### config.mk
export PLATFORM = sky130hd
export DESIGN_NAME = stepper_encoder_supervisor
export DESIGN_NICKNAME = d
export VERILOG_FILES = /design/src/design/sse_pkg.sv /design/src/design/sse_cfg.sv /design/src/design/sse_position.sv /design/src/design/sse_supervise.sv /design/src/design/stepper_encoder_supervisor.sv
export SDC_FILE = /design/constraint.sdc
export NUM_CORES = 1
export LEC_CHECK = 0
export BUFFER_PORTS_ARGS = -buffer_cell sky130_fd_sc_hd__clkbuf_2
export CORE_ASPECT_RATIO = 1.75
export CORE_MARGIN = 4
export CORE_UTILIZATION = 42
export CTS_CLUSTER_SIZE = 25
export DETAILED_ROUTE_END_ITERATION = 8
export PLACE_DENSITY = 0.62
export SYNTH_ARGS = -nofsm -noshare
export SYNTH_HDL_FRONTEND = slang
export SYNTH_SLANG_ARGS = --single-unit
### constraint.sdc
create_clock -name clk -period 18 [get_ports clk]
set_clock_uncertainty 0.1 [all_clocks]
set_input_delay 4.5 -clock clk [delete_from_list [all_inputs] [get_ports clk]]
set_output_delay 4.5 -clock clk [all_outputs]
set_load 0.01 [all_outputs]
### src/design/sse_pkg.sv
// Shared types and constants for the stepper encoder supervisor.
// Used by sse_cfg, sse_position, sse_supervise and stepper_encoder_supervisor.
package sse_pkg;

    // Encoder and drive geometry
    localparam int unsigned SAMPLE_W      = 14;
    localparam int unsigned SPR_W         = 17;
    localparam logic [SPR_W-1:0] MOTOR_STEPS_PER_TURN = 17'd3200;
    localparam logic signed [SAMPLE_W:0] HALF_SCALE     = 15'sd8192;
    localparam logic signed [SAMPLE_W:0] NEG_HALF_SCALE = -15'sd8192;
    localparam logic signed [33:0] LIMIT_INSET = 34'sd200;

    // Configuration register indexes
    localparam int unsigned CFG_IDX_W = 3;
    localparam logic [CFG_IDX_W-1:0] REG_USER_MIN_LIMIT = 3'd0;
    localparam logic [CFG_IDX_W-1:0] REG_USER_MAX_LIMIT = 3'd1;
    localparam logic [CFG_IDX_W-1:0] REG_RECOVERY_SPEED = 3'd2;
    localparam logic [CFG_IDX_W-1:0] REG_FREEWHEEL      = 3'd3;
    localparam logic [CFG_IDX_W-1:0] REG_STUCK_TIMEOUT  = 3'd4;
    localparam logic [CFG_IDX_W-1:0] REG_HEALTH_RETRY   = 3'd5;

    // Configuration reset values
    localparam logic [31:0] RST_USER_MIN_LIMIT = 32'h8000_0001;
    localparam logic [31:0] RST_USER_MAX_LIMIT = 32'h7FFF_FFFF;
    localparam logic [15:0] RST_RECOVERY_SPEED = 16'd1000;
    localparam logic [15:0] RST_STUCK_TIMEOUT  = 16'd500;
    localparam logic [15:0] RST_HEALTH_RETRY   = 16'd10000;

    typedef struct packed {
        logic [31:0] user_min_limit;
        logic [31:0] user_max_limit;
        logic [15:0] recovery_speed;
        logic        freewheel_after_move;
        logic [15:0] stuck_timeout_ms;
        logic [15:0] health_retry_ms;
    } cfg_t;

    // Turn tracking result for one request
    typedef struct packed {
        logic [31:0] turn_count;
        logic [31:0] turn_steps;
        logic [31:0] position;
    } track_t;

    // Supervision result for one request
    typedef struct packed {
        logic        healthy;
        logic        sync_request;
        logic        move_request;
        logic [31:0] move_target;
        logic [15:0] move_speed;
        logic        release_drive;
        logic        recovery_active;
        logic [SAMPLE_W-1:0] ref_sample;
        logic [31:0] ref_time;
        logic        was_enabled;
        logic        recovery;
    } sup_t;

endpackage

### src/design/sse_cfg.sv
// Configuration register file for the stepper encoder supervisor.
// Depends on sse_pkg.
module sse_cfg (
    input  logic                           clk,
    input  logic                           rst_n,
    input  logic                           cfg_write,
    input  logic [sse_pkg::CFG_IDX_W-1:0]  cfg_index,
    input  logic [31:0]                    cfg_data,
    output sse_pkg::cfg_t                  cfg
);

    sse_pkg::cfg_t cfg_reg;
    sse_pkg::cfg_t cfg_next;

    // Decode the write into the addressed register
    always_comb
    begin
        cfg_next = cfg_reg;
        if (cfg_write)
        begin
            unique case (cfg_index)
                sse_pkg::REG_USER_MIN_LIMIT: cfg_next.user_min_limit = cfg_data;
                sse_pkg::REG_USER_MAX_LIMIT: cfg_next.user_max_limit = cfg_data;
                sse_pkg::REG_RECOVERY_SPEED: cfg_next.recovery_speed = cfg_data[15:0];
                sse_pkg::REG_FREEWHEEL:      cfg_next.freewheel_after_move = cfg_data[0];
                sse_pkg::REG_STUCK_TIMEOUT:  cfg_next.stuck_timeout_ms = cfg_data[15:0];
                sse_pkg::REG_HEALTH_RETRY:   cfg_next.health_retry_ms = cfg_data[15:0];
                default:                     cfg_next = cfg_reg;
            endcase
        end
    end

    always_ff @(posedge clk or negedge rst_n)
    begin
        if (!rst_n)
        begin
            cfg_reg.user_min_limit       <= sse_pkg::RST_USER_MIN_LIMIT;
            cfg_reg.user_max_limit       <= sse_pkg::RST_USER_MAX_LIMIT;
            cfg_reg.recovery_speed       <= sse_pkg::RST_RECOVERY_SPEED;
            cfg_reg.freewheel_after_move <= 1'b0;
            cfg_reg.stuck_timeout_ms     <= sse_pkg::RST_STUCK_TIMEOUT;
            cfg_reg.health_retry_ms      <= sse_pkg::RST_HEALTH_RETRY;
        end
        else
        begin
            cfg_reg <= cfg_next;
        end
    end

    assign cfg = cfg_reg;

endmodule

### src/design/sse_position.sv
// Turn counting and multi-turn step position for one encoder sample.
// Depends on sse_pkg; purely combinational.
module sse_position (
    input  logic [sse_pkg::SAMPLE_W-1:0] sample,
    input  logic [sse_pkg::SAMPLE_W-1:0] prev_sample,
    input  logic [31:0]                  turn_count,
    input  logic [31:0]                  turn_steps,
    output sse_pkg::track_t              track
);

    logic signed [sse_pkg::SAMPLE_W:0]        delta;
    logic [sse_pkg::SAMPLE_W+sse_pkg::SPR_W-1:0] frac_prod;
    logic [sse_pkg::SPR_W-1:0]                frac_steps;
    logic                                     frac_rem;
    logic                                     round_up;
    logic [31:0]                              turn_next;
    logic [31:0]                              steps_next;
    logic [31:0]                              pos_sum;

    // Detect a half-scale wrap and step the turn count and its step offset
    assign delta = $signed({1'b0, sample}) - $signed({1'b0, prev_sample});

    always_comb
    begin
        turn_next  = turn_count;
        steps_next = turn_steps;
        if (delta > sse_pkg::HALF_SCALE)
        begin
            turn_next  = turn_count - 32'd1;
            steps_next = turn_steps
                       - {{(32-sse_pkg::SPR_W){1'b0}}, sse_pkg::MOTOR_STEPS_PER_TURN};
        end
        else if (delta < sse_pkg::NEG_HALF_SCALE)
        begin
            turn_next  = turn_count + 32'd1;
            steps_next = turn_steps
                       + {{(32-sse_pkg::SPR_W){1'b0}}, sse_pkg::MOTOR_STEPS_PER_TURN};
        end
    end

    // Scale the in-turn sample; round toward zero when the turn count is negative
    assign frac_prod  = {{sse_pkg::SPR_W{1'b0}}, sample} *
                        {{sse_pkg::SAMPLE_W{1'b0}}, sse_pkg::MOTOR_STEPS_PER_TURN};
    assign frac_steps = frac_prod[sse_pkg::SAMPLE_W+sse_pkg::SPR_W-1:sse_pkg::SAMPLE_W];
    assign frac_rem   = |frac_prod[sse_pkg::SAMPLE_W-1:0];
    assign round_up   = turn_next[31] & frac_rem;

    assign pos_sum = steps_next
                   + {{(32-sse_pkg::SPR_W){1'b0}}, frac_steps}
                   + {31'd0, round_up};

    assign track = '{turn_count: turn_next, turn_steps: steps_next, position: pos_sum};

endmodule

### src/design/sse_supervise.sv
// Encoder health check, enable sync and soft limit recovery decisions.
// Depends on sse_pkg; purely combinational.
module sse_supervise (
    input  logic [sse_pkg::SAMPLE_W-1:0] sample,
    input  logic [31:0]                  now_ms,
    input  logic                         motor_moving,
    input  logic                         motor_enabled,
    input  logic                         no_distance_left,
    input  logic [31:0]                  position,
    input  logic [sse_pkg::SAMPLE_W-1:0] ref_sample,
    input  logic [31:0]                  ref_time,
    input  logic                         was_enabled,
    input  logic                         recovery,
    input  sse_pkg::cfg_t                cfg,
    output sse_pkg::sup_t                sup
);

    logic [31:0]        elapsed;
    logic               stuck_check;
    logic               healthy;
    logic signed [33:0] pos_s;
    logic signed [33:0] min_l;
    logic signed [33:0] max_l;
    logic signed [33:0] min_target;
    logic signed [33:0] max_target;
    logic               below;
    logic               above;

    // Health: a zero sample fails; an unchanged sample while moving times out
    assign elapsed     = now_ms - ref_time;
    assign stuck_check = motor_moving && (sample == ref_sample);
    assign healthy     = (sample != '0) &&
                         (!stuck_check || (elapsed <= {16'd0, cfg.stuck_timeout_ms}));

    // Soft limits are the negated user limits, kept exact in 34 bits
    assign pos_s      = {{2{position[31]}}, position};
    assign min_l      = -$signed({{2{cfg.user_max_limit[31]}}, cfg.user_max_limit});
    assign max_l      = -$signed({{2{cfg.user_min_limit[31]}}, cfg.user_min_limit});
    assign min_target = min_l + sse_pkg::LIMIT_INSET;
    assign max_target = max_l - sse_pkg::LIMIT_INSET;
    assign below      = pos_s < min_l;
    assign above      = pos_s > max_l;

    always_comb
    begin
        sup = '0;
        sup.ref_sample  = ref_sample;
        sup.ref_time    = ref_time;
        sup.was_enabled = was_enabled;
        sup.recovery    = recovery;
        sup.healthy     = healthy;
        if (healthy)
        begin
            // Re-stamp the reference unless the stuck check is running
            if (!stuck_check)
            begin
                sup.ref_sample = sample;
                sup.ref_time   = now_ms;
            end
            sup.sync_request = motor_enabled && !was_enabled && no_distance_left;
            sup.was_enabled  = motor_enabled;
            if (!motor_enabled)
            begin
                if (below)
                begin
                    sup.move_request = 1'b1;
                    sup.move_target  = min_target[31:0];
                    sup.recovery     = 1'b1;
                end
                else if (above)
                begin
                    sup.move_request = 1'b1;
                    sup.move_target  = max_target[31:0];
                    sup.recovery     = 1'b1;
                end
            end
            else if (recovery && !motor_moving)
            begin
                // Stopped: end the recovery, release if back inside and freewheel is set
                sup.recovery      = 1'b0;
                sup.release_drive = !below && !above && cfg.freewheel_after_move;
            end
            if (sup.move_request)
            begin
                sup.move_speed = cfg.recovery_speed;
            end
            sup.recovery_active = sup.recovery;
        end
        else
        begin
            // Unhealthy: retry re-stamp only
            if (elapsed > {16'd0, cfg.health_retry_ms})
            begin
                sup.ref_time = now_ms;
            end
        end
    end

endmodule

### src/design/stepper_encoder_supervisor.sv
// Stepper encoder supervisor top level: input register, tick logic, result register.
// Depends on sse_pkg, sse_cfg, sse_position and sse_supervise.
// Flow: an accepted request waits in the input register until the result register
// slot frees. Throughput: one request per cycle while out_stall is low; the tick logic
// sits between the input and result registers, all tracking state updated in one pass.
// Reset: asynchronous active low; control and tracking state clear at once,
// configuration returns to its defaults, and the first request re-initializes tracking.
module stepper_encoder_supervisor (
    input  logic                           clk,
    input  logic                           rst_n,
    input  logic                           cfg_write,
    input  logic [sse_pkg::CFG_IDX_W-1:0]  cfg_index,
    input  logic [31:0]                    cfg_data,
    input  logic                           in_valid,
    output logic                           in_stall,
    input  logic [13:0]                    encoder_sample,
    input  logic [31:0]                    now_ms,
    input  logic                           motor_moving,
    input  logic                           motor_enabled,
    input  logic                           no_distance_left,
    output logic                           out_valid,
    input  logic                           out_stall,
    output logic signed [31:0]             position_steps,
    output logic                           healthy,
    output logic                           sync_request,
    output logic                           move_request,
    output logic signed [31:0]             move_target,
    output logic [15:0]                    move_speed,
    output logic                           release_drive,
    output logic                           limit_recovery_active
);

    sse_pkg::cfg_t   cfg;
    sse_pkg::track_t track;
    sse_pkg::sup_t   sup;

    // Input register
    logic                          in_valid_reg;
    logic [sse_pkg::SAMPLE_W-1:0]  sample_reg;
    logic [31:0]                   now_reg;
    logic                          moving_reg;
    logic                          enabled_reg;
    logic                          no_dist_reg;

    // Tracking state
    logic                          started_reg;
    logic [31:0]                   turn_reg;
    logic [31:0]                   turn_steps_reg;
    logic [sse_pkg::SAMPLE_W-1:0]  prev_reg;
    logic [sse_pkg::SAMPLE_W-1:0]  ref_sample_reg;
    logic [31:0]                   ref_time_reg;
    logic                          was_enabled_reg;
    logic                          recovery_reg;

    // Result register
    logic                          out_valid_reg;
    logic [31:0]                   position_reg;
    logic                          healthy_reg;
    logic                          sync_reg;
    logic                          move_reg;
    logic [31:0]                   target_reg;
    logic [15:0]                   speed_reg;
    logic                          release_reg;
    logic                          active_reg;

    logic                          advance;
    logic                          fire;
    logic                          in_accept;

    // First request initializes the tracking from its own sample and time
    logic [31:0]                   turn_eff;
    logic [31:0]                   turn_steps_eff;
    logic [sse_pkg::SAMPLE_W-1:0]  prev_eff;
    logic [sse_pkg::SAMPLE_W-1:0]  ref_sample_eff;
    logic [31:0]                   ref_time_eff;

    assign turn_eff       = started_reg ? turn_reg       : 32'd0;
    assign turn_steps_eff = started_reg ? turn_steps_reg : 32'd0;
    assign prev_eff       = started_reg ? prev_reg       : sample_reg;
    assign ref_sample_eff = started_reg ? ref_sample_reg : sample_reg;
    assign ref_time_eff   = started_reg ? ref_time_reg   : now_reg;

    sse_cfg u_cfg (
        .clk       (clk),
        .rst_n     (rst_n),
        .cfg_write (cfg_write),
        .cfg_index (cfg_index),
        .cfg_data  (cfg_data),
        .cfg       (cfg)
    );

    sse_position u_position (
        .sample      (sample_reg),
        .prev_sample (prev_eff),
        .turn_count  (turn_eff),
        .turn_steps  (turn_steps_eff),
        .track       (track)
    );

    sse_supervise u_supervise (
        .sample           (sample_reg),
        .now_ms           (now_reg),
        .motor_moving     (moving_reg),
        .motor_enabled    (enabled_reg),
        .no_distance_left (no_dist_reg),
        .position         (track.position),
        .ref_sample       (ref_sample_eff),
        .ref_time         (ref_time_eff),
        .was_enabled      (was_enabled_reg),
        .recovery         (recovery_reg),
        .cfg              (cfg),
        .sup              (sup)
    );

    // Pipeline flow: the result slot frees when empty or being taken
    assign advance   = !out_valid_reg || !out_stall;
    assign fire      = in_valid_reg && advance;
    assign in_stall  = in_valid_reg && !advance;
    assign in_accept = in_valid && !in_stall;

    // Hold the input request until it moves into the result register
    always_ff @(posedge clk or negedge rst_n)
    begin
        if (!rst_n)
        begin
            in_valid_reg <= 1'b0;
        end
        else if (!in_stall)
        begin
            in_valid_reg <= in_valid;
        end
    end

    always_ff @(posedge clk)
    begin
        if (in_accept)
        begin
            sample_reg  <= encoder_sample;
            now_reg     <= now_ms;
            moving_reg  <= motor_moving;
            enabled_reg <= motor_enabled;
            no_dist_reg <= no_distance_left;
        end
    end

    // Advance the tracking state once per processed request
    always_ff @(posedge clk or negedge rst_n)
    begin
        if (!rst_n)
        begin
            started_reg     <= 1'b0;
            turn_reg        <= '0;
            turn_steps_reg  <= '0;
            prev_reg        <= '0;
            ref_sample_reg  <= '0;
            ref_time_reg    <= '0;
            was_enabled_reg <= 1'b0;
            recovery_reg    <= 1'b0;
        end
        else if (fire)
        begin
            started_reg     <= 1'b1;
            turn_reg        <= track.turn_count;
            turn_steps_reg  <= track.turn_steps;
            prev_reg        <= sample_reg;
            ref_sample_reg  <= sup.ref_sample;
            ref_time_reg    <= sup.ref_time;
            was_enabled_reg <= sup.was_enabled;
            recovery_reg    <= sup.recovery;
        end
    end

    // Result register
    always_ff @(posedge clk or negedge rst_n)
    begin
        if (!rst_n)
        begin
            out_valid_reg <= 1'b0;
        end
        else if (advance)
        begin
            out_valid_reg <= in_valid_reg;
        end
    end

    always_ff @(posedge clk)
    begin
        if (fire)
        begin
            position_reg <= track.position;
            healthy_reg  <= sup.healthy;
            sync_reg     <= sup.sync_request;
            move_reg     <= sup.move_request;
            target_reg   <= sup.move_target;
            speed_reg    <= sup.move_speed;
            release_reg  <= sup.release_drive;
            active_reg   <= sup.recovery_active;
        end
    end

    assign out_valid             = out_valid_reg;
    assign position_steps        = $signed(position_reg);
    assign healthy               = healthy_reg;
    assign sync_request          = sync_reg;
    assign move_request          = move_reg;
    assign move_target           = $signed(target_reg);
    assign move_speed            = speed_reg;
    assign release_drive         = release_reg;
    assign limit_recovery_active = active_reg;

endmodule

* Word level (Yosys, flattened, before mapping)
Index checks and enable logic that the tools add are counted.
** Storage, ports and cells
- Flip-flop bits (word level) :: 376
- Latch bits :: 0
- Bits in writable memories :: 0
- Memory bits (read-only) :: 0
- Memories :: 0
** Cells by class
- $add $sub $neg :: 12
- Multiply operators :: 1
- Div/mod/pow operators :: 0
- Magnitude comparators :: 6
- Eq/ne operators :: 6
- Shift-type cells :: 0
- Muxes and demuxes :: 21
- Bitwise gates (word level) :: 1
- Reduce and logical (&&, ||, !) cells :: 33
** Operator list (count)
- 32-bit 2-to-1 mux :: 9
- 33-bit 2-to-1 mux :: 4
- 32-bit negator with 34-bit output :: 2
- 46-bit 2-to-1 mux :: 1
- 14-bit 2-to-1 mux :: 3
- 32-bit by 34-bit > comparator with 1-bit output :: 1
- 32-bit by 34-bit less-than comparator with 1-bit output :: 1
- 32-bit by 1-bit adder with 32-bit output :: 1
- 32-bit by 1-bit adder with 32-bit output, second input constant :: 1
- 32-bit by 12-bit adder with 32-bit output :: 1
- 32-bit by 12-bit adder with 32-bit output, second input constant :: 1
- 32-bit by 9-bit adder with 32-bit output, second input constant :: 1
- 32-bit by 16-bit > comparator with 1-bit output :: 1
- 32-bit by 16-bit <= comparator with 1-bit output :: 1
- 32-bit by 1-bit subtractor with 32-bit output, second input constant :: 1
- 32-bit by 12-bit subtractor with 32-bit output, second input constant :: 1
- 32-bit subtractor :: 1
- 32-bit by 9-bit subtractor with 32-bit output, second input constant :: 1
- 14-bit by 5-bit multiplier with 19-bit output, second input constant :: 1
- 2-bit AND reduction :: 8
- 15-bit > comparator, second input constant :: 1
- 15-bit by 14-bit less-than comparator with 1-bit output, second input constant :: 1
- 14-bit by 14-bit subtractor with 15-bit output :: 1
- 14-bit == test :: 1
- 12 further kinds :: 35

* Logic depth before layout (Yosys ltp)
Gate-level depths: netlist of the first run.
- Word-level depth :: 13
- Gate-level depth with buffers :: 58
- Mapped depth without buffers :: 48

* Cells and area by module
Synthesis of the first run repeated with hierarchy kept, for this count alone.
** Unflattened totals
- Cell total of the unflattened synthesis :: 2720
- Area total of the unflattened synthesis :: 27563.9 µm²
** By module, submodules not included
- stepper_encoder_supervisor :: instances 1, cells each 591, area each 10034.6 µm², seq. area each 7252.0 µm²
- sse_supervise :: instances 1, cells each 1211, area each 8341.8 µm², seq. area each 0.0 µm²
- sse_position :: instances 1, cells each 674, area each 4802.1 µm², seq. area each 0.0 µm²
- sse_cfg :: instances 1, cells each 244, area each 4385.5 µm², seq. area each 2890.3 µm²

* Worst setup path before layout of the first run
Ideal clock, no wire load.
- Path kind :: reg-to-reg
- Start point :: reg started_reg
- End point :: reg speed_reg[10], in the netlist move_speed[10], data pin
- Library setup time :: 266 ps
- Data arrival time :: 11717 ps
- Required time :: 17634 ps
- Setup slack :: 5917 ps
- Stages on the path, launching flop included :: 58
- Period minus slack after synthesis :: 12083 ps
- Path through :: dfrtp_1 > clkbuf_1 > clkbuf_1 > clkbuf_1 > clkbuf_1 > clkbuf_1 > clkbuf_1 > clkbuf_1 > buf_1 > buf_1 > mux2i_1 > ha_1 > a21oi_1 > o21a_2 > nor2_1 > or4b_4 > o31a_1 > clkbuf_1 > (+22 left out) > xor2_1 > ha_1 > a21oi_1 > nor2b_1 > o21ai_0 > nand2b_1 > a21oi_1 > nor2b_1 > o21ai_0 > nand3_1 > nor3_1 > a21oi_1 > o21ai_0 > o21bai_1 > mux2i_2 > nor3_2 > clkbuf_1 > nor2_1
** RTL lines
- start: declaration :: line stepper_encoder_supervisor.sv:46 : logic started_reg;
- start signal: assignment :: line stepper_encoder_supervisor.sv:151 : started_reg <= 1'b0;
- start signal: assignment :: line stepper_encoder_supervisor.sv:162 : started_reg <= 1'b1;
- end signal: assignment :: line stepper_encoder_supervisor.sv:195 : speed_reg <= sup.move_speed;
- end: declaration :: line stepper_encoder_supervisor.sv:62 : logic [15:0] speed_reg;

==> results of run 1 <==
## final cells by class
class	instances	area [µm²]	share of cell area (%)
multi-input combinational	2051	14800	50.9
sequential	376	10100	35.0
clock buffer	52	1120	3.86
timing repair buffer	203	1110	3.82
tap	793	992	3.42
inverter	153	577	1.99
clock inverter	22	289	0.997
antenna	2	5.00	0.0173
## kinds of logic after synthesis
kind of cell	count (synthesis)	share of synthesized area, %
multiplexers	194	8.15
XOR/XNOR	223	7.60
adder cells (fa/ha/maj)	226	11.3
flip-flops	376	39.3
AO/OA/AOI/OAI	559	13.8
buffers and inverters	247	3.71
AND/OR/NAND/NOR	849	16.1
## where the power goes
| group | internal (W) | switching, W |
|---|---|---|
| registers | 0.00115 | 0.000200 |
| clock network | 0.000519 | 0.000380 |
| logic | 0.000823 | 0.00124 |
| total | 0.00249 | 0.00182 |
## routing by layer
metal  vias up  GRT usage (%)
met5         -              0
met4         0           11.5
met3       179           3.29
met2       603           44.3
met1     10200           24.6
li1       9913              -
## metrics by stage
step / cell area (µm²) / hold slack (ns) / total power, W / instances
2_1_floorplan: 25800 / 0.345 / 0.00272 / 2674
3_3_place_gp: 27600 / 0.363 / 0.00335 / 3576
3_5_place_dp: 27600 / 0.366 / 0.00341 / 3576
4_1_cts: 29000 / 0.382 / 0.00433 / 3650
5_1_grt: 29000 / 0.398 / 0.00461 / 3650
6_report: 29000 / 0.376 / 0.00431 / 3652
## final timing paths
check                                                     end  slack (ns)  cells past startpoint
worst max-delay path            move_target[15]$_SDFFCE_PP0P_        5.60                     42
worst min-delay path            turn_steps_reg[0]$_DFFE_PN0P_        0.38                      1
worst max register to register  move_target[15]$_SDFFCE_PP0P_        5.60                     42
worst min register to register  turn_steps_reg[0]$_DFFE_PN0P_        0.38                      1
max in group asynchronous         ref_time_reg[9]$_DFFE_PN0P_       12.62                      2
min in group asynchronous             started_reg$_DFFE_PN0P_        3.84                      1
## placed cells by master, fill, tap and decap left out, drive strengths merged, types with 68 or more instances in the layout
cell,n
nor2,155
xnor2,143
a21oi,131
nand3,68
nand2,304
mux2,127
clkbuf,226
ha,213
inv,156
o21ai,171
xor2,80
dfrtp,192
edfxtp,134
==> summary.txt, run 1 <==
Floorplan
  • Die Wd: 195 µm
  • DIE AREA: 65,600 µm²
  • Row Count: 120
  • Initial Utilization: 42.2%
  • I/O pins: 176
  • Total core area: 61,100 µm²
  • Die Y: 336 µm

Synth
  • Top area cells in the synthesized netlist: dfrtp_1 19%, edfxtp_1 16%, ha_1 10%, mux2_2 5.5%, dfstp_2 5.1%
  • Unique masters post-synth: 93
  • Synth Flop Type: dfrtp_1
  • Post-synth ARST share: 64.4%
  • Net Count, Synth: 2,989
  • Number of flops mapped to enable cells by yosys: 134
  • Commonest cells in the netlist: 302 x nand2_1, 213 x ha_1, 192 x dfrtp_1, 165 x o21ai_0, 155 x nor2_1
  • Count leader, synth: nand2_1
  • Post-synthesis sequential area ratio: 39.3%
  • Mapped Cells: 2,674
  • Synth warn: 0
  • Mapped cell area: 25,800 µm²
  • FF+latch count, synth: 376
  • Largest area contributor in the netlist: dfrtp_1
  • Syn Area/Cell: 9.65 µm²
  • Yosys top cell area share: 18.6%

Timing
  • Slew headroom: 25.0%
  • Min Clock Period, post-route: 12.40 ns
  • Total Neg Setup Slack: 0 ns
  • Hold Vio Cnt, Final: 0
  • Setup Viol. Count Final: 0
  • Fmax achieved: 0.0807 GHz
  • Worst Tran Pin Value: 1.12 ns
  • RSZ-0062 raised after global routing: false
  • Tcrit/Tclk final: 68.9%
  • Setup WS post-layout: 5.60 ns
  • Max-slew violations: 0

Worst setup path
  • Worst-path fanout max: 41
  • Family with the most delay on the worst path: compound AO/OA/AOI/OAI gates
  • WP buf/inv: 2
  • Launching point of the worst reg2reg path: started_reg$_DFFE_PN0P_
  • Critical Path Start: started_reg$_DFFE_PN0P_
  • CP arrival: 12.75 ns
  • Kind of critical path: reg2reg
  • Critical path endpoint category: flip-flop
  • Crit path max-delay cell type: nor3_1
  • CP max stage delay: 0.75 ns
  • Startpoint types: flip-flop
  • Worst EP required: 18.35 ns
  • Most Frequent Cell on Critical Path: a21oi_1

Detailed routing
  • DR WL met2: 42.0 mm
  • Met3 routed WL: 3.58 mm
  • Detailed router's first-iteration violation count: 1,187
  • Via density: 5.73
  • Top sig layer: met4
  • Via Count: 20,900
  • Routed length on met1: 28.1 mm
  • Wire length per cell: 21.3 µm
  • Drt first pass iters: 5
  • DR DRC count: 0
  • Detail Route Antenna Nets: 0
  • WL final: 77.9 mm

Cells and area
  • Largest register FFs: 113
  • P&R area growth vs syn: 12.3%
  • Layout Utilization: 47.4%
  • Fillers: 5,771
  • Ratio of cells with drive above 1 in the final layout: 17.2%
  • Nets: 3,140

CTS
  • Clock transition at path regs: 0.07 ns
  • Post-CTS sizing: 0
  • TritonCTS clock tree: built
  • Clock root cell: clkbuf_16
  • Htree depth: 2
  • Post CTS Setup Buffer Count: 0
  • Worst-Skew Late Latency: 0.62 ns
  • Total clock sinks: 376
  • Num CTS Buffers: 40
  • CTS hold repair buffers: 0
  • Clock buffer depth: 3

GRT
  • Vias in the first global route: 21,400
  • First-pass GRT wire length: 121 mm
  • Tot GR Track Use: 23.2%
  • Initial antenna violation count: 2
  • Largest net degree at the start of global routing: 158
  • Total grt overflow: 0

Outcome
  • Status: completed

Power and ir drop
  • Peak VDD IR: 0.0000778 V
  • PwrDens: 149 nW/µm²
  • Leak pwr: 12.7 nW

Placement
  • Pre-CTS setup slack: 5.84 ns
  • Final HPWL DP: 60.3 mm
  • Gpl congestion: 0.962
  • Buffers on Ports: 175

Hold path
  • Min-Delay Path Class: reg2reg
  • Hold Crit Start: turn_steps_reg[0]$_DFFE_PN0P_

Flow run
  • MaxCap Viol Count: 0
Power figures use the tool's default switching activity.
==> run 2, diff against run 1 <==
clock period = 12.2 ns   (was 18 ns; I/O delays follow)
==> summary.txt, run 2 (synthesis results as in run 1) <==
Outcome
  • Status: completed

GRT
  • Total grt overflow: 0 (unchanged)
  • Tot GR Track Use: 22.7% (-0.52 points)
  • Vias in the first global route: 21,400 (-0.019%)
  • First-pass GRT wire length: 118 mm (-1.9%)
  • Largest net degree at the start of global routing: 169 (+7.0%)
  • Initial antenna violation count: 2 (unchanged)

Worst setup path
  • Critical Path Start: started_reg$_DFFE_PN0P_
  • Most Frequent Cell on Critical Path: a21oi_1
  • R2R Setup Slk: 1.63 ns (-3.97 ns)
  • CP arrival: 10.89 ns (-1.86 ns)
  • Worst r2r dst: move_target[6]$_SDFFCE_PP0P_
  • Worst Reg-to-Reg Cells: 48 (+14%)
  • Startpoint types: flip-flop
  • Critical path endpoint category: flip-flop
  • Kind of critical path: reg2reg
  • Crit path max-delay cell type: dfrtp_4
  • CP max stage delay: 0.61 ns (-0.14 ns)
  • Launching point of the worst reg2reg path: started_reg$_DFFE_PN0P_
  • Worst-path fanout max: 18 (-56%)
  • Worst EP required: 12.52 ns (-5.83 ns)

CTS
  • CTS hold repair buffers: 0 (unchanged)
  • Total clock sinks: 376 (unchanged)
  • Clock buffer depth: 3 (unchanged)
  • Num CTS Buffers: 40 (unchanged)
  • Post CTS Setup Buffer Count: 0 (unchanged)
  • Post-CTS sizing: 0 (unchanged)
  • TritonCTS clock tree: built
  • Clock transition at path regs: 0.07 ns (about the same)
  • Htree depth: 2 (unchanged)
  • Worst-Skew Late Latency: 0.63 ns (about the same)
  • Clock root cell: clkbuf_16

Placement
  • Buffers on Ports: 175 (unchanged)
  • DP Area: 27,600 µm² (+0.15%)
  • Final HPWL DP: 58.3 mm (-3.2%)
  • Pre-CTS setup slack: 1.75 ns (-4.09 ns)
  • Gpl congestion: 0.949 (-1.3%)

Cells and area
  • Most common cell after layout, fill and taps aside: nand2_1
  • Most frequent cells in the layout: 301 x nand2_1, 213 x ha_1, 191 x dfrtp_1, 174 x clkbuf_2, 165 x o21ai_0
  • Nets: 3,144 (+0.13%)
  • Register area: 10,100 µm² (unchanged)
  • Multi-input logic area: 14,800 µm² (unchanged)
  • Fillers: 5,746 (-0.43%)
  • P&R area growth vs syn: 12.6%
  • Ratio of cells with drive above 1 in the final layout: 17.3% (+0.15 points)
  • Largest register FFs: 113 (unchanged)
  • Finished Cell Area: 29,100 µm² (+0.21%)

Timing
  • Total Neg Setup Slack: 0 ns (unchanged)
  • Setup WS post-layout: 1.63 ns (-3.97 ns)
  • Setup Viol. Count Final: 0 (unchanged)
  • Worst Tran Pin Value: 1.09 ns (-0.0352 ns)
  • Hold Vio Cnt, Final: 0 (unchanged)
  • Max-slew violations: 0 (unchanged)
  • Tcrit/Tclk final: 86.6% (+18 points)
  • Min Clock Period, post-route: 10.57 ns (-1.83 ns)
  • RSZ-0062 raised after global routing: false
  • Fmax achieved: 0.0946 GHz (+17%)
  • Slew headroom: 27.4% (+2.4 points)

Hold path
  • Worst hold stages: 1 (unchanged)
  • Hold Crit Start: turn_steps_reg[5]$_DFFE_PN0P_
  • Min-Delay Path Class: reg2reg
  • Hold EP: turn_steps_reg[5]$_DFFE_PN0P_

Power and ir drop
  • Leak pwr: 12.7 nW (+0.33%)
  • PwrDens: 219 nW/µm² (+48%)
  • Peak VDD IR: 0.000153 V (+97%)

Floorplan
  • DIE AREA: 65,600 µm² (unchanged)
  • Row Count: 120 (unchanged)
  • I/O pins: 176 (unchanged)
  • Die Y: 336 µm (unchanged)
  • Total core area: 61,100 µm² (unchanged)
  • Die Wd: 195 µm (unchanged)
  • Initial Utilization: 42.2% (unchanged)

Detailed routing
  • Drt first pass iters: 8 (+3)
  • DR DRC count: 0 (unchanged)
  • Detailed router's first-iteration violation count: 1,006 (-15%)
  • Wire length per cell: 20.8 µm (-2.7%)
  • Via density: 5.68 (-0.88%)
  • Via Count: 20,800 (-0.77%)
  • Detail Route Antenna Nets: 0 (unchanged)
  • WL final: 75.9 mm (-2.6%)

Flow run
  • MaxCap Viol Count: 0 (unchanged)
## run 2: cell types whose count changed in the layout (fill, tap and decap cells not counted), sizes merged
cell,previous run,this run
clkinv,9,18
clkbuf,226,221
buf,29,33
clkinvlp,5,3
inv,156,154
## run 2: where the power goes
| group | total (W) | switching, W | internal (W) |
|---|---|---|---|
| combinational | 0.00306 | 0.00184 | 0.00122 |
| clock | 0.00134 | 0.000572 | 0.000764 |
| sequential | 0.00198 | 0.000284 | 0.00170 |
## run 2: layer usage
layer / vias up / part of all wire (%) / global-route usage [%]
met5: - / 0 / 0
met4: 0 / 6.4 / 12.4
met3: 205 / 4.6 / 3.24
met2: 604 / 53 / 42.7
met1: 10000 / 36 / 24.2
li1: 9939 / - / -
## run 2: worst max path at each step
| stage | endpoint | slack [ns] | cells after the start |
|---|---|---|---|
| final | move_target[6]$_SDFFCE_PP0P_ | 1.63 | 48 |
| after global routing | move_target[4]$_SDFFCE_PP0P_ | 0.91 | 48 |
| after CTS | move_target[6]$_SDFFCE_PP0P_ | 1.69 | 48 |
| after detailed placement | move_target[6]$_SDFFCE_PP0P_ | 1.75 | 48 |
| after global placement | move_target[16]$_SDFFCE_PP0P_ | 1.98 | 48 |
| after floorplan | move_speed[10]$_SDFFCE_PN0P_ | 0.12 | 57 |
## run 2: worst max-delay path: cells and delay by family, from the launching register on
kind,cells,cell delay [ns]
AOI/OAI and AO/OA,21,4.21
and+or+nand+nor,18,2.81
adders and majority gates,3,1.13
xor gates and xnor gates,2,0.70
DFF,1,0.61
buffers and inverters,3,0.53
muxes,1,0.28
## run 2: through the flow
stage	hold slack [ns]	util, %	total power, W	instances
2_1_floorplan	0.345	-	0.00402	2674
3_3_place_gp	0.364	45.2	0.00495	3580
3_5_place_dp	0.363	45.2	0.00505	3580
4_1_cts	0.383	47.5	0.00642	3654
5_1_grt	0.396	47.5	0.00682	3654
6_report	0.376	47.5	0.00637	3656
## run 2: area by class of cell
cell class	instances	share of cell area [%]
multi-input cells	2051	50.8
diodes	2	0.0172
clock buffers	47	3.79
flip-flops and latches	376	34.9
repair buffers	207	3.96
well taps	793	3.42
clock inverters	27	1.12
inverters	153	1.99
